`config.mk`:
```
export PLATFORM = sky130hd
export DESIGN_NAME = laser_follow_head_sequencer_core
export DESIGN_NICKNAME = d
export VERILOG_FILES = /design/src/rtl/core/lfhs_pkg.sv /design/src/rtl/core/laser_follow_head_sequencer_core.sv /design/src/rtl/core/lfhs_step.sv
export SDC_FILE = /design/constraint.sdc
export NUM_CORES = 1
export LEC_CHECK = 0
export ABC_AREA = 1
export BUFFER_PORTS_ARGS = -buffer_cell sky130_fd_sc_hd__buf_2
export CAP_MARGIN = 5
export CELL_PAD_IN_SITES_DETAIL_PLACEMENT = 1
export CELL_PAD_IN_SITES_GLOBAL_PLACEMENT = 1
export CORE_MARGIN = 1
export CORE_UTILIZATION = 44
export DETAILED_ROUTE_END_ITERATION = 12
export PLACE_DENSITY_LB_ADDON = 0.3
export SKIP_CTS_REPAIR_TIMING = 1
export SLEW_MARGIN = 10
export SYNTH_ARGS = -nofsm -noshare
export SYNTH_HDL_FRONTEND = slang
export SYNTH_SLANG_ARGS = --single-unit
```
`constraint.sdc`:
```
create_clock -name clk -period 5.75 [get_ports clk]
set_input_delay 1.15 -clock clk [delete_from_list [all_inputs] [get_ports clk]]
set_output_delay 1.15 -clock clk [all_outputs]
set_load 0.05 [all_outputs]
```
`src/rtl/core/lfhs_pkg.sv`:
```
package lfhs_pkg;

	localparam int DUTY_BITS = 16;

	typedef enum logic [1:0] {
		CMD_TICK  = 2'd0,
		CMD_DUTY  = 2'd1,
		CMD_START = 2'd2,
		CMD_STOP  = 2'd3
	} cmd_t;

	typedef enum logic [2:0] {
		PH_IDLE   = 3'd0,
		PH_DRILL  = 3'd1,
		PH_CUT    = 3'd2,
		PH_FOLLOW = 3'd3,
		PH_BACK   = 3'd4
	} phase_t;

	// Register indexes on the configuration port (byte address = 4 * index)
	localparam logic [1:0] REG_DRILL_TIMEOUT = 2'd0;
	localparam logic [1:0] REG_CUT_TIMEOUT   = 2'd1;
	localparam logic [1:0] REG_BACK_DELAY    = 2'd2;

	localparam logic [15:0] DRILL_TIMEOUT_RST = 16'd1000;
	localparam logic [15:0] CUT_TIMEOUT_RST   = 16'd1000;
	localparam logic [15:0] BACK_DELAY_RST    = 16'd200;

	typedef struct packed {
		phase_t                 phase;
		logic [15:0]            wait_count;
		logic [DUTY_BITS-1:0]   req_duty;
		logic [DUTY_BITS-1:0]   driven_duty;
		logic                   gate;
		logic                   follow;
	} seq_state_t;

	typedef struct packed {
		logic [15:0] drill_timeout;
		logic [15:0] cut_timeout;
		logic [15:0] back_delay;
	} seq_cfg_t;

	typedef struct packed {
		logic alarm;
		logic done;
		logic success;
		logic rejected;
	} seq_flags_t;

	typedef struct packed {
		logic [15:0] pwm_duty;
		logic        follow_out;
		logic        laser_enabled;
		phase_t      phase;
		seq_flags_t  flags;
	} seq_result_t;

endpackage

```
`src/rtl/core/laser_follow_head_sequencer_core.sv`:
```
// Laser follow-head sequencer.
//
// Input channel (in_valid/in_ready) carries one item per transfer: cmd selects
// a millisecond tick, a duty request, a follow start or a follow stop, with
// duty, drill_ready and cut_ready alongside. Every input transfer yields
// exactly one output transfer (out_valid/out_ready) carrying the driven PWM
// duty, follow and laser gate levels, the phase and the alarm, done, success
// and rejected pulses, all taken after the item has been applied.
// The item is held in an input stage, the state update and result are computed
// from it in one pass and registered at the output. Throughput is one item per
// cycle while the receiver does not stall; the state register feedback through
// the single next-state pass is what sets that figure.
// When the receiver stalls, the result is held in the output register and
// the input stage may still take one more transfer; after that in_ready drops.
// Reset (arst_n low) returns the sequencer to idle with follow dropped, gate
// closed, zero duty, and loads the default timeouts and back delay.
// Registers over the APB-style port: drill_timeout at 0x0, cut_timeout at
// 0x4, back_delay at 0x8; write only while no transfer is in flight.
module laser_follow_head_sequencer_core (
	input  logic        clk,
	input  logic        arst_n,
	// input channel
	input  logic        in_valid,
	output logic        in_ready,
	input  logic [1:0]  cmd,
	input  logic [15:0] duty,
	input  logic        drill_ready,
	input  logic        cut_ready,
	// output channel
	output logic        out_valid,
	input  logic        out_ready,
	output logic [15:0] pwm_duty,
	output logic        follow_out,
	output logic        laser_enabled,
	output logic [2:0]  phase,
	output logic        alarm,
	output logic        done_res,
	output logic        success,
	output logic        rejected,
	// configuration port
	input  logic        psel,
	input  logic        penable,
	input  logic        pwrite,
	input  logic [3:0]  paddr,
	input  logic [31:0] pwdata,
	output logic [31:0] prdata,
	output logic        pready
);

	logic                  valid_s1;
	lfhs_pkg::cmd_t        cmd_s1;
	logic [15:0]           duty_s1;
	logic                  drill_s1;
	logic                  cut_s1;

	lfhs_pkg::seq_state_t  state_q;
	lfhs_pkg::seq_state_t  state_nxt;
	lfhs_pkg::seq_flags_t  flags_nxt;
	lfhs_pkg::seq_cfg_t    cfg_q;

	logic                  out_valid_q;
	lfhs_pkg::seq_result_t res_q;

	logic                  advance;
	logic                  in_xfer;
	logic                  cfg_wr;

	// Configuration port: always ready, write on the access phase
	assign pready = 1'b1;
	assign cfg_wr = psel && penable && pwrite;

	always_ff @(posedge clk or negedge arst_n) begin
		if (!arst_n) begin
			cfg_q.drill_timeout <= lfhs_pkg::DRILL_TIMEOUT_RST;
			cfg_q.cut_timeout   <= lfhs_pkg::CUT_TIMEOUT_RST;
			cfg_q.back_delay    <= lfhs_pkg::BACK_DELAY_RST;
		end else if (cfg_wr) begin
			// Drop writes to addresses beyond the register list
			case (paddr[3:2])
				lfhs_pkg::REG_DRILL_TIMEOUT: cfg_q.drill_timeout <= pwdata[15:0];
				lfhs_pkg::REG_CUT_TIMEOUT:   cfg_q.cut_timeout   <= pwdata[15:0];
				lfhs_pkg::REG_BACK_DELAY:    cfg_q.back_delay    <= pwdata[15:0];
				default: begin
				end
			endcase
		end
	end

	always_comb begin
		case (paddr[3:2])
			lfhs_pkg::REG_DRILL_TIMEOUT: prdata = {16'd0, cfg_q.drill_timeout};
			lfhs_pkg::REG_CUT_TIMEOUT:   prdata = {16'd0, cfg_q.cut_timeout};
			lfhs_pkg::REG_BACK_DELAY:    prdata = {16'd0, cfg_q.back_delay};
			default:                     prdata = '0;
		endcase
	end

	// Advance the input stage whenever the output register is free or drains
	assign advance  = valid_s1 && (!out_valid_q || out_ready);
	assign in_ready = !valid_s1 || advance;
	assign in_xfer  = in_valid && in_ready;

	always_ff @(posedge clk or negedge arst_n) begin
		if (!arst_n) begin
			valid_s1 <= 1'b0;
		end else if (in_xfer) begin
			valid_s1 <= 1'b1;
		end else if (advance) begin
			valid_s1 <= 1'b0;
		end
	end

	// Input stage payload: hold while stalled
	always_ff @(posedge clk) begin
		if (in_xfer) begin
			cmd_s1   <= lfhs_pkg::cmd_t'(cmd);
			duty_s1  <= duty;
			drill_s1 <= drill_ready;
			cut_s1   <= cut_ready;
		end
	end

	lfhs_step u_step (
		.cur         (state_q),
		.cfg         (cfg_q),
		.cmd         (cmd_s1),
		.duty        (duty_s1),
		.drill_ready (drill_s1),
		.cut_ready   (cut_s1),
		.nxt         (state_nxt),
		.flags       (flags_nxt)
	);

	// Commit the state only when the item moves into the output register
	always_ff @(posedge clk or negedge arst_n) begin
		if (!arst_n) begin
			state_q.phase       <= lfhs_pkg::PH_IDLE;
			state_q.wait_count  <= '0;
			state_q.req_duty    <= '0;
			state_q.driven_duty <= '0;
			state_q.gate        <= 1'b0;
			state_q.follow      <= 1'b0;
		end else if (advance) begin
			state_q <= state_nxt;
		end
	end

	always_ff @(posedge clk or negedge arst_n) begin
		if (!arst_n) begin
			out_valid_q <= 1'b0;
		end else if (advance) begin
			out_valid_q <= 1'b1;
		end else if (out_ready) begin
			out_valid_q <= 1'b0;
		end
	end

	always_ff @(posedge clk) begin
		if (advance) begin
			res_q.pwm_duty      <= 16'(state_nxt.driven_duty);
			res_q.follow_out    <= state_nxt.follow;
			res_q.laser_enabled <= state_nxt.gate;
			res_q.phase         <= state_nxt.phase;
			res_q.flags         <= flags_nxt;
		end
	end

	assign out_valid     = out_valid_q;
	assign pwm_duty      = res_q.pwm_duty;
	assign follow_out    = res_q.follow_out;
	assign laser_enabled = res_q.laser_enabled;
	assign phase         = res_q.phase;
	assign alarm         = res_q.flags.alarm;
	assign done_res      = res_q.flags.done;
	assign success       = res_q.flags.success;
	assign rejected      = res_q.flags.rejected;

	// A rejected command never completes a sequence
	a_reject_no_done: assert property (@(posedge clk) disable iff (!arst_n)
		out_valid_q && res_q.flags.rejected |-> !res_q.flags.done)
		else $error("rejected command reported a completion");

	// A timeout fails the sequence and leaves the head idle with zero duty
	a_alarm_fail: assert property (@(posedge clk) disable iff (!arst_n)
		out_valid_q && res_q.flags.alarm |-> res_q.flags.done && !res_q.flags.success
		&& (res_q.phase == lfhs_pkg::PH_IDLE) && (res_q.pwm_duty == 16'd0))
		else $error("alarm without failed completion to idle");

	// The gate is only open while follow is raised
	a_gate_follow: assert property (@(posedge clk) disable iff (!arst_n)
		state_q.gate |-> state_q.follow)
		else $error("laser gate open with follow dropped");

	// With the gate closed no duty reaches the output
	a_closed_zero: assert property (@(posedge clk) disable iff (!arst_n)
		!state_q.gate |-> (state_q.driven_duty == '0))
		else $error("duty driven while laser gate closed");

	// Following always has the gate open
	a_follow_gate: assert property (@(posedge clk) disable iff (!arst_n)
		(state_q.phase == lfhs_pkg::PH_FOLLOW) |-> state_q.gate)
		else $error("following with laser gate closed");

endmodule

```
`src/rtl/core/lfhs_step.sv`:
```
// Next-state logic for one item: applies the command to the sequencer state.
module lfhs_step (
	input  lfhs_pkg::seq_state_t  cur,
	input  lfhs_pkg::seq_cfg_t    cfg,
	input  lfhs_pkg::cmd_t        cmd,
	input  logic [15:0]           duty,
	input  logic                  drill_ready,
	input  logic                  cut_ready,
	output lfhs_pkg::seq_state_t  nxt,
	output lfhs_pkg::seq_flags_t  flags
);

	logic [lfhs_pkg::DUTY_BITS-1:0] duty_w;
	logic [16:0]                    cnt_inc;
	logic [15:0]                    back_cnt;
	logic                           busy;
	logic                           enter_cut;
	logic                           reach_follow;
	logic                           fail;
	logic                           back_chk;

	assign duty_w   = lfhs_pkg::DUTY_BITS'(duty);
	assign cnt_inc  = {1'b0, cur.wait_count} + 17'd1;
	// Saturate the back-off count at its full range
	assign back_cnt = (&cur.wait_count) ? cur.wait_count : cnt_inc[15:0];
	assign busy     = (cur.phase == lfhs_pkg::PH_DRILL) || (cur.phase == lfhs_pkg::PH_CUT)
		|| (cur.phase == lfhs_pkg::PH_BACK);

	always_comb begin
		nxt          = cur;
		flags        = '0;
		enter_cut    = 1'b0;
		reach_follow = 1'b0;
		fail         = 1'b0;
		back_chk     = 1'b0;

		unique case (cmd)
			lfhs_pkg::CMD_TICK: begin
				case (cur.phase)
					lfhs_pkg::PH_DRILL: begin
						if (drill_ready) begin
							enter_cut = 1'b1;
						end else if (cnt_inc > {1'b0, cfg.drill_timeout}) begin
							fail = 1'b1;
						end else begin
							nxt.wait_count = cnt_inc[15:0];
						end
					end
					lfhs_pkg::PH_CUT: begin
						if (cut_ready) begin
							reach_follow = 1'b1;
						end else if (cnt_inc > {1'b0, cfg.cut_timeout}) begin
							fail = 1'b1;
						end else begin
							nxt.wait_count = cnt_inc[15:0];
						end
					end
					lfhs_pkg::PH_BACK: begin
						nxt.wait_count = back_cnt;
						back_chk       = 1'b1;
					end
					default: begin
					end
				endcase
			end
			lfhs_pkg::CMD_DUTY: begin
				if (duty_w != cur.req_duty) begin
					nxt.req_duty = duty_w;
					if (cur.gate || (duty_w == '0)) begin
						nxt.driven_duty = duty_w;
					end
				end
			end
			lfhs_pkg::CMD_START: begin
				if (busy) begin
					flags.rejected = 1'b1;
				end else begin
					nxt.follow     = 1'b1;
					nxt.phase      = lfhs_pkg::PH_DRILL;
					nxt.wait_count = '0;
					enter_cut      = drill_ready;
				end
			end
			lfhs_pkg::CMD_STOP: begin
				if (busy) begin
					flags.rejected = 1'b1;
				end else begin
					nxt.gate        = 1'b0;
					nxt.driven_duty = '0;
					nxt.follow      = 1'b0;
					nxt.phase       = lfhs_pkg::PH_BACK;
					nxt.wait_count  = '0;
					back_chk        = 1'b1;
				end
			end
		endcase

		// Drill position reached: open the gate and go on to check cut-ready
		if (enter_cut) begin
			nxt.gate        = 1'b1;
			nxt.driven_duty = cur.req_duty;
			nxt.phase       = lfhs_pkg::PH_CUT;
			nxt.wait_count  = '0;
			reach_follow    = cut_ready;
		end
		if (reach_follow) begin
			nxt.phase      = lfhs_pkg::PH_FOLLOW;
			nxt.wait_count = '0;
			flags.done     = 1'b1;
			flags.success  = 1'b1;
		end
		if (fail) begin
			nxt.gate        = 1'b0;
			nxt.driven_duty = '0;
			nxt.follow      = 1'b0;
			nxt.phase       = lfhs_pkg::PH_IDLE;
			nxt.wait_count  = '0;
			flags.alarm     = 1'b1;
			flags.done      = 1'b1;
		end
		if (back_chk && (nxt.wait_count >= cfg.back_delay)) begin
			nxt.phase      = lfhs_pkg::PH_IDLE;
			nxt.wait_count = '0;
			flags.done     = 1'b1;
			flags.success  = 1'b1;
		end
	end

endmodule

```
== Word-level counts from Yosys, hierarchy flattened ==
Index checks and enable logic that the tools add are counted.
Storage, ports and cells
  bits in registers: 148
  bits of input ports: 63
  output and inout bits: 60
  logic and storage cells: 108
Operators by class
  $add $sub $neg: 1
  order comparisons: 3
  equal/unequal tests: 9
  mux-type cells: 48
  reductions and logical operators: 24
Operators with widths (number)
  16-bit case mux with 3 select lines: 3
  19-bit 2-to-1 mux: 6
  16-bit 2-to-1 mux: 7
  18-bit 2-to-1 mux: 2
  17-bit by 16-bit > comparator with 1-bit output: 2
  16-bit case mux with 2 select lines: 1
  1-bit 2-to-1 mux: 21
  16-bit by 1-bit adder with 17-bit output, second input constant: 1
  17-bit 2-to-1 mux: 1
  16-bit greater-or-equal comparator: 1
  16-bit logical NOT: 1
  16-bit != test: 1
  16-bit AND reduction: 1
  1-bit case mux with 2 select lines: 4
  2-bit equality test, second input constant: 3
  3-bit case mux with 2 select lines: 1
  2-bit AND reduction: 3
  1-bit logical AND: 5
  1-bit logical OR: 5
  2-bit by 1-bit equality test with 1-bit output, second input constant: 2
  2-bit logical NOT: 2
  2-bit 2-to-1 mux: 2
  2-bit nonzero test: 2
  2-bit OR reduction: 2
  5 further kinds: 6

== Longest topological paths before layout ==
Gate-level depths: netlist of run 1.
  depth in word-level cells: 12
  depth in mapped cells: 39
  depth with buffers taken out: 36

== Modules after synthesis ==
From an unflattened synthesis of run 1, not the netlist that was laid out.
Second synthesis, totals
  cells, all modules: 1401
  area total of the unflattened synthesis: 10148.5 um2
Modules (own cells, without submodules)
  laser_follow_head_sequencer_core: instances 1, cells an instance 580, area each 5858.1 um2, seq. area each 3947.5 um2
  lfhs_step: instances 1, cells an instance 821, area each 4290.4 um2, seq. area each 0.0 um2

== Least setup slack after synthesis of run 1 ==
OpenSTA, ideal clock, no wires.
  path kind: reg-to-reg
  start: reg state_q[34] in the netlist's numbering
  end: reg state_q[38] in the netlist's numbering
  setup time: 0.117 ns
  data arrival time: 4.308 ns
  required time: 5.633 ns
  setup slack: 1.325 ns
  stages on the path, launching flop included: 34
  path buffers: 2
  clock period less this slack: 4.425 ns
  cell sequence: dfrtp_1 > ha_1 > nand2_2 > nor2_8 > nand2_4 > nor3_1 > nand3_1 > xor2_1 > inv_1 > ha_1 > nand3_1 > nor3_1 > nand2_2 > nand2_4 > nand4_2 > nand2_4 > inv_4 > nand3_4 > buf_12 > nor2_4 > a21boi_2 > ha_1 > nand2_1 > inv_1 > nand3_1 > nor3_1 > nand2_1 > nand3_1 > nand2_1 > inv_1 > nor2_4 > buf_4 > nand3_1 > nand2_1
On the way
  word-level cells in the longest chain between the ends: 12
  elaborated cells on any way between the ends: 25
  classes of those cells: add/sub: 1; order compare: 3; mux: 19; reduce/logical: 2
RTL lines
  start: declaration: line laser_follow_head_sequencer_core.sv:56  | lfhs_pkg::seq_state_t state_q;
  start signal: assignment: line laser_follow_head_sequencer_core.sv:144  | state_q <= state_nxt;
  16-bit by 1-bit adder with 17-bit output: line lfhs_step.sv:23  | assign cnt_inc = {1'b0, cur.wait_count} + 17'd1;
  17-bit by 16-bit > comparator with 1-bit output (on tied branches): line lfhs_step.sv:52, lfhs_step.sv:43
  16-bit 2-to-1 mux (on tied branches): line lfhs_step.sv:52, lfhs_step.sv:43
  16-bit 2-to-1 mux (on tied branches): line lfhs_step.sv:50, lfhs_step.sv:41
  16-bit case mux with 3 select lines: line lfhs_step.sv:39  | case (cur.phase)
  16-bit case mux with 3 select lines: line lfhs_step.sv:37  | unique case (cmd)
  19-bit 2-to-1 mux: line lfhs_step.sv:99  | if (enter_cut) begin
  19-bit 2-to-1 mux: line lfhs_step.sv:106  | if (reach_follow) begin
  19-bit 2-to-1 mux (*): line lfhs_step.sv:112  | if (fail) begin
  16-bit greater-or-equal comparator: line lfhs_step.sv:121  | if (back_chk && (nxt.wait_count >= cfg.back_delay)) begin
  1-bit logical AND: line lfhs_step.sv:121
  19-bit 2-to-1 mux (*): line lfhs_step.sv:121
Mark *: on every way between the ends. The rest lies on a longest branch, timed or not.
A chain may end at the register's enable or synchronous reset.

==> metrics, run 1 <==
status=finished, final reports clean; slowest stage delay, CP=0.43 ns; share of layout cells above drive strength 1=17.6%; number of distinct library cells after synthesis=57; Final Wtd Congestion=0.838; Area growth, synth to finish=12.6%; x dimension of the die=150 um; vias per inst=5.51; via count=8673; Rel. slew slack=16.5%; num rows=53; worst-case reg-to-reg path depth=34; Pint=2.84 mW; DR DRC count=0; Root Driver=clkbuf_16; Avg WL per Cell=18.9 um; Sw Share=46.7%; final hold vios=0; hpwl dp=20.5 mm; minimum clock period=5.33 ns; Power Density=489 nW/um^2; max-cap violation count=0; Mapped Cells=1214; Tot GR Track Use=27.8%; Die Y=150 um; Net Sw Power=2.49 mW; iteration-0 DRC count of the detailed router=483; final setup fails=0; hold path cells=2; Core Area=21300 um^2; clock skew=0.0128 ns; CTS tree=built; largest net degree at the start of global routing=69; Min Hold Slack=0.487 ns; Worst-Margin Slew=1.25 ns; FF+latch count, synth=148; peak supply drop=0.233 mV; placed cell areas=10200 um^2; global route overflow=0; Clk pwr share=21.9%; Nets=1401; Worst Path Arrival=5.68 ns; H-tree depth=4; Mean Syn Cell Area=7.97 um^2; Peak Freq=188 MHz; clk sink count=148; Max Root-Sink Buffers=2; CTS Buf Count=17; YS warnings=0; sequential power share=31.1%; CP max FO=9; Routed WL=29.7 mm; Post-DRT Antenna Nets=0; Crit-path slowest cell=dfrtp_2; post-layout total power=5.33 mW; sequential fraction of the synthesis area=40.8%; vias in the first global route=9007; post-synth top area share=22.8%; hold crit path type=register to register; Startpoint Class=register; first-pass GRT wire length=48.0 mm; Initial Utilization=45.4%; Final Cycle Share=92.7%; Clock transition at path regs=0.07 ns; cell taking the most area after synthesis=dfrtp_1; Layout Utilization=51.2%; Synth Flop Type=dfrtp_1; CP Capture Type=register; io pins=123; Antenna diodes=0; Setup CP Type=register to register; Post-synth EDFFs=45; Post-Syn Area=9670 um^2; leakage=5.28 nW; top cells by area, synth=dfrtp_1, edfxtp_1, nand2_1; design area=10900 um^2; Comb power frac=47.0%; IO buf count=87; WP data required=6.10 ns; Pins Over Slew Limit=0; initial antenna violation count=0; setup TNS=0 ns; clock latency on the worst-skew pair=0.44 ns; CP dominant cell by count=nand2_1; drt first pass iters=5; Die Area=22600 um^2; asr flop ratio synth=69.6%
==> final timing paths <==
path | start | slack [ns] | end
worst max-delay path | state_q[35]$_DFFE_PN0P_ | 0.42 | state_q[52]$_DFFE_PN0P_
worst min-delay path | cfg_q[11]$_DFFE_PN0P_ | 0.49 | cfg_q[11]$_DFFE_PN0P_
worst max register to register | state_q[35]$_DFFE_PN0P_ | 0.42 | state_q[52]$_DFFE_PN0P_
worst min register to register | cfg_q[11]$_DFFE_PN0P_ | 0.49 | cfg_q[11]$_DFFE_PN0P_
max in group asynchronous | arst_n | 3.83 | cfg_q[41]$_DFFE_PN1P_
min in group asynchronous | arst_n | 0.83 | cfg_q[13]$_DFFE_PN0P_
==> final cells by class <==
cell class | instances | area [um^2]
clock buffers | 18 | 439
clock inverters | 14 | 159
fillers | 2631 | 10400
inverters | 150 | 576
multi-input cells | 862 | 4820
flip-flops and latches | 148 | 3950
well taps | 275 | 344
repair buffers | 106 | 606
==> per-stage QoR <==
| stage | setup WS, ns | std cells |
|---|---|---|
| floorplan | 1.33 | 1229 |
| global placement | 0.526 | 1540 |
| detailed placement | 0.392 | 1540 |
| CTS | 0.259 | 1572 |
| global route | -0.00986 | 1573 |
| finish | 0.420 | 1573 |
==> metal layers <==
metal / wire length (um) / global-route usage, % / vias up
met2: 14200 / 45.3 / 227
li1: - / - / 4096
met5: 0 / 0 / -
met4: 596 / 9.49 / 0
met3: 1080 / 3.18 / 46
met1: 13800 / 38.1 / 4304
==> worst max-delay path: cells and delay by family (launching register included) <==
family | cells | cell delay (ns)
AND/OR/NAND/NOR | 18 | 2.02
AO/OA/AOI/OAI | 8 | 1.24
adder cells (fa/ha/maj) | 3 | 0.84
buffers and inverters | 4 | 0.50
flip-flops | 1 | 0.43
XOR/XNOR | 1 | 0.19
==> flip-flops by register name, indices dropped and copies added, names as in the netlist <==
name,cells
state_q,53
cfg_q,48
duty_s1,16
pwm_duty,16
phase,3
cmd_s1,2
alarm,1
cut_s1,1
done_res,1
drill_s1,1
follow_out,1
laser_enabled,1
out_valid,1
rejected,1
success,1
valid_s1,1
==> synthesized netlist by cell type (13+ instances only) <==
cell      instances
buf_2            17
dfstp_2          15
edfxtp_1         45
o21ai_0         137
dfrtp_1          88
nand3_1          80
inv_1           142
nand2_1         281
o221ai_1         16
buf_4            21
o21ai_1          18
a21oi_1          49
ha_1             53
clkbuf_1         22
xor2_1           13
nor2_1           86
==> power groups by stage <==
stage | Combinational, mW | Clock (mW) | Sequential [mW]
6_report | 2.50 | 1.17 | 1.66
2_1_floorplan | 1.69 | 0 | 1.78
5_1_grt | 2.76 | 1.21 | 1.69
3_5_place_dp | 2.42 | 0 | 1.67
4_1_cts | 2.47 | 1.18 | 1.65
3_3_place_gp | 2.31 | 0 | 1.65
==> layout by cell type (no fill, tap or decap), types with 6 or more instances in the layout <==
cell       instances
nand2_2            6
a21oi_1           49
o21ai_0          137
xnor2_1           11
o221ai_1          16
dfstp_2           15
a21boi_2           7
buf_2             86
clkbuf_16         17
nand2_4            9
nor2_1            85
inv_1            141
edfxtp_1          45
nand2_1          281
o21ai_1           18
nor2_2            10
nand4_1           11
ha_1              53
conb_1            17
nand3_1           80
xor2_1            12
buf_4             18
dfrtp_1           87
mux2_2             8
==> logic make-up after synthesis <==
group / share of synthesized area (%)
AOI/OAI and AO/OA: 14.5
DFF: 40.8
and+or+nand+nor: 24.5
other: 0.0777
adders and majority gates: 6.86
muxes: 0.932
xor gates and xnor gates: 2.17
buffers and inverters: 10.2
Power figures use the tool's default switching activity.
==> run 2, diff against run 1 <==
CORE_MARGIN = 5   (was 1)
==> run 2 against run 1 <==
  * Clock-buffer cell count did not move
  * Non-clock buffer count is 4 higher
  * Critical path depth fell by 3
  * Clock skew decreased by 0.00081 ns
  * Global-route usage decreased by 3.2 points
  * Clock power about the same
  * Wire length rose by 1.1%
  * Via count hardly changed
==> metrics, run 2 (same netlist as run 1, synthesis figures left out) <==
peak supply drop=0.195 mV (-16%); num rows=54 (+1.9%); CP Capture Type=register; drt first pass iters=7 (+2); via count=8677 (+0.046%); Initial Utilization=44.5% (-0.98 points); Worst Path Arrival=5.68 ns (about the same); Antenna diodes=0 (unchanged); clock latency on the worst-skew pair=0.43 ns (about the same); Final Wtd Congestion=0.871 (+4.0%); unrepaired setup endpoints after global routing=false; setup TNS=0 ns (unchanged); vias per inst=5.48 (-0.52%); Top reg by flops=state_q; Die Y=158 um (+5.3%); reg2reg start=state_q[34]$_DFFE_PN0P_; CP startpoint=state_q[34]$_DFFE_PN0P_; Tot GR Track Use=24.5% (-3.2 points); Buf/Inv on CP=6 (+2); Root Driver=clkbuf_16; hold path start=cfg_q[15]$_DFFE_PN0P_; Routed WL=30.1 mm (+1.1%); io pins=123 (unchanged); placed cells=1550 (+0.65%); Top Registers=state_q: 53 flops, cfg_q: 48 flops; Setup CP Type=register to register; x dimension of the die=158 um (+5.3%); IO buf count=87 (unchanged); Crit-path slowest cell=xor2_1; Core Area=21800 um^2 (+2.2%); Final Cycle Share=92.7% (about the same); iteration-0 DRC count of the detailed router=537 (+11%); final instance count without filler cells=1582 (+0.57%); share of layout cells above drive strength 1=17.7% (+0.023 points); H-tree depth=4 (unchanged); Startpoint Class=register; hpwl dp=20.8 mm (+1.2%); max-cap violation count=0 (unchanged); Worst-Margin Slew=1.07 ns (-0.181 ns); DR DRC count=0 (unchanged); post-place setup slack=0.356 ns (-0.0362 ns); most frequent cells in the layout=nand2_1, inv_1, o21ai_0; vias in the first global route=8983 (-0.27%); minimum clock period=5.33 ns (+0.00184 ns); hold crit path type=register to register; CTS Buf Count=17 (unchanged); CTS tree=built; Peak Freq=188 MHz (about the same); CP dominant cell by count=nand2_1; clk sink count=148 (unchanged); max reg flops=53 (unchanged); Pins Over Slew Limit=0 (unchanged); Avg WL per Cell=19.0 um (+0.53%); final hold vios=0 (unchanged); final setup fails=0 (unchanged); global route overflow=0 (unchanged); first-pass GRT wire length=47.9 mm (-0.32%); initial antenna violation count=0 (unchanged); delay-heaviest family, CP=simple AND/OR/NAND/NOR gates; Layout fillers=2733 (+3.9%); largest net degree at the start of global routing=70 (+1.4%); post-route worst setup slack=0.419 ns (-0.00184 ns); commonest non-fill, non-tap cell in the layout=nand2_1; Post-DRT Antenna Nets=0 (unchanged); WP data required=6.10 ns (about the same); Power Density=488 nW/um^2 (-0.22%); leakage=5.30 nW (+0.28%); Clock transition at path regs=0.07 ns (about the same); Rel. slew slack=28.6% (+12 points); clock skew=0.0120 ns (-0.000808 ns); Die Area=25000 um^2 (+11%); Max Root-Sink Buffers=2 (unchanged); status=finished, final reports clean; Area growth, synth to finish=12.6% (about the same); Nets=1405 (+0.29%); slowest stage delay, CP=0.48 ns (+0.05 ns); CP max FO=8 (-1)
run 2: worst paths after layout:
check                                                to  cells after the start  slack, ns
max in group asynchronous         out_valid$_DFFE_PN0P_                      2       3.83
worst max-delay path            state_q[51]$_DFFE_PN0P_                     31       0.42
min in group asynchronous         cfg_q[14]$_DFFE_PN0P_                      1       0.85
worst min-delay path              cfg_q[15]$_DFFE_PN0P_                      2       0.49
worst max register to register  state_q[51]$_DFFE_PN0P_                     31       0.42
worst min register to register    cfg_q[15]$_DFFE_PN0P_                      2       0.49
run 2: cell type report:
cell class	instances	area [um^2]	share of cell area [%]
Inverter	150	573	5.26
Clock buffer	18	439	4.03
Clock inverter	14	158	1.45
Tap cell	280	350	3.22
Multi-Input combinational cell	862	4800	44.1
Sequential cell	148	3950	36.3
Timing Repair Buffer	110	623	5.72
run 2: report_power, final:
part           total (mW)  switching [mW]  internal (mW)
clock network        1.16           0.532          0.630
registers            1.65           0.233           1.42
logic                2.50            1.71          0.791
run 2: per-layer routing:
layer	up-vias	global-route usage, %	share of wire, %
met5	-	0	0
met4	0	5.32	1.1
met3	32	4.51	4.8
met2	226	40.4	48
met1	4308	34.0	47
li1	4111	-	-
run 2: tightest hold or removal path: stages (launching register included):
cell and delay, ns:
dfrtp_1 0.35, nand2_1 0.05, o21ai_0 0.06
run 2: per-stage QoR:
step                power (mW)  cell area [um^2]  hold WS, ns  utilization [%]
floorplan                 3.47              9730        0.449                -
global placement          4.00             10300        0.463             47.3
detailed placement        4.11             10300        0.474             47.3
CTS                       5.33             10900        0.492             50.0
global route              5.67             10900        0.504             50.1
finish                    5.32             10900        0.490             50.1
==> run 3, diff against run 2 <==
clock period = 5.3 ns   (was 5.75 ns; I/O delays follow)
==> run 3 against run 2 <==
  * Clock power rose by 5%
  * Hold slack got worse by 0.00055 ns
  * Via count rose by 2.4%
  * Sequential power rose by 8%
  * Largest power group unchanged
  * Wire length fell by 0.46%
  * Setup slack got worse by 0.14 ns
  * Flip-flop and latch count did not move
  * Clock skew fell by 0.0016 ns
  * Critical path type unchanged
  * First-iteration DRC count fell by 8.6%
  * Global-route usage fell by 0.40 points
  * Design area rose by 2.4%
  * Clock-buffer cell count did not move
==> metrics, run 3 (same netlist as run 1, synthesis figures left out) <==
Layout Utilization=51.3% (+1.2 points); Antenna diodes=0 (unchanged); Die Area=25000 um^2 (unchanged); Setup CP Type=register to register; Avg WL per Cell=18.6 um (-2.1%); end point of the critical path=state_q[52]$_DFFE_PN0P_; CP dominant cell by count=nand2_1; io pins=123 (unchanged); setup TNS=0 ns (unchanged); CP startpoint=state_q[34]$_DFFE_PN0P_; CTS tree=built; Initial Utilization=44.5% (unchanged); Max Root-Sink Buffers=2 (unchanged); final instance count without filler cells=1608 (+1.6%); max-cap violation count=0 (unchanged); r2r endpoint=state_q[52]$_DFFE_PN0P_; leakage=5.46 nW (+3.1%); Tot GR Track Use=24.1% (-0.40 points); x dimension of the die=158 um (unchanged); Core Area=21800 um^2 (unchanged); first-pass GRT wire length=47.8 mm (-0.20%); r2r setup slk=0.28 ns (-0.14 ns); Post-DRT Antenna Nets=0 (unchanged); final setup fails=0 (unchanged); commonest non-fill, non-tap cell in the layout=nand2_1; H-tree depth=4 (unchanged); Final Wtd Congestion=0.871 (unchanged); Worst-Margin Slew=1.09 ns (+0.0213 ns); Top Registers=state_q: 53 flops, cfg_q: 48 flops; worst-case reg-to-reg path depth=32 (+3.2%); minimum clock period=5.02 ns (-0.312 ns); CP max FO=8 (unchanged); Root Driver=clkbuf_16; most frequent cells in the layout=nand2_1, inv_1, o21ai_0; WP data required=5.65 ns (-0.45 ns); Startpoint Class=register; num rows=54 (unchanged); Die Y=158 um (unchanged); hpwl dp=21.2 mm (+2.2%); Rel. slew slack=27.2% (-1.4 points); Crit-path slowest cell=dfrtp_1; Top reg by flops=state_q; placed cells=1574 (+1.5%); Pins Over Slew Limit=0 (unchanged); Clock transition at path regs=0.07 ns (about the same); drt first pass iters=5 (-2); peak supply drop=0.233 mV (+19%); reg2reg start=state_q[34]$_DFFE_PN0P_; DR DRC count=0 (unchanged); Area growth, synth to finish=15.3%; hold path cells=2 (unchanged); max reg flops=53 (unchanged); vias per inst=5.53 (+0.75%); largest net degree at the start of global routing=69 (-1.4%); initial antenna violation count=0 (unchanged); hold crit path type=register to register; slowest stage delay, CP=0.38 ns (-0.10 ns); vias in the first global route=9131 (+1.6%); Power Density=523 nW/um^2 (+7.2%); IO buf count=87 (unchanged); Peak Freq=199 MHz (+6.2%); Final Cycle Share=94.7% (+2.0 points); status=finished, final reports clean; clock latency on the worst-skew pair=0.43 ns (about the same); iteration-0 DRC count of the detailed router=491 (-8.6%); Worst Path Arrival=5.37 ns (-0.31 ns); CP Capture Type=register; final hold vios=0 (unchanged); clk sink count=148 (unchanged); Routed WL=29.9 mm (-0.46%); share of layout cells above drive strength 1=20.1% (+2.4 points); global route overflow=0 (unchanged); CTS Buf Count=17 (unchanged); clock skew=0.0104 ns (-0.00159 ns); via count=8886 (+2.4%); Nets=1431 (+1.9%)
[run 3: worst min-delay path by stage]
stage / from / to / slack (ns)
2_1_floorplan: state_q[0]$_DFFE_PN0P_ / state_q[0]$_DFFE_PN0P_ / 0.45
3_3_place_gp: state_q[0]$_DFFE_PN0P_ / state_q[0]$_DFFE_PN0P_ / 0.46
3_5_place_dp: cfg_q[20]$_DFFE_PN0P_ / cfg_q[20]$_DFFE_PN0P_ / 0.48
4_1_cts: cfg_q[8]$_DFFE_PN0P_ / cfg_q[8]$_DFFE_PN0P_ / 0.49
5_1_grt: cfg_q[3]$_DFFE_PN1P_ / cfg_q[3]$_DFFE_PN1P_ / 0.51
6_report: cfg_q[8]$_DFFE_PN0P_ / cfg_q[8]$_DFFE_PN0P_ / 0.49
[run 3: area by class of cell]
class / instances / area (um^2)
clock buffers: 18 / 429
clock inverters: 14 / 144
fillers: 2750 / 10600
inverters: 150 / 573
multi-input cells: 862 / 4860
flip-flops and latches: 148 / 3950
well taps: 280 / 350
repair buffers: 136 / 847
[run 3: critical path: cells and delay by family (launching register included)]
kind,cells,cell delay (ns)
AO/OA/AOI/OAI,6,1.20
XOR/XNOR,1,0.21
adder cells (fa/ha/maj),2,0.58
buffers and inverters,8,1.02
flip-flops,1,0.38
AND/OR/NAND/NOR,15,1.55
[run 3: routing by layer]
layer / vias up / track usage, % / share of wire, %
li1: 4156 / - / -
met1: 4425 / 33.5 / 46
met2: 253 / 39.7 / 48
met3: 52 / 3.48 / 4.9
met4: 0 / 6.58 / 1.8
met5: - / 0 / 0
[run 3: report_power, final]
part	internal, mW	switching [mW]
Combinational	0.935	1.90
Sequential	1.54	0.236
Clock	0.663	0.555
Total	3.14	2.69
[run 3: metrics by stage]
step / total power, mW / setup WS [ns] / instance area (um^2) / hold slack (ns)
finish: 5.83 / 0.280 / 11200 / 0.489
global route: 6.21 / -0.0130 / 11200 / 0.507
CTS: 5.80 / -0.122 / 11100 / 0.494
detailed placement: 4.54 / -0.0421 / 10500 / 0.476
global placement: 4.42 / 0.139 / 10500 / 0.464
floorplan: 3.77 / 0.875 / 9730 / 0.449
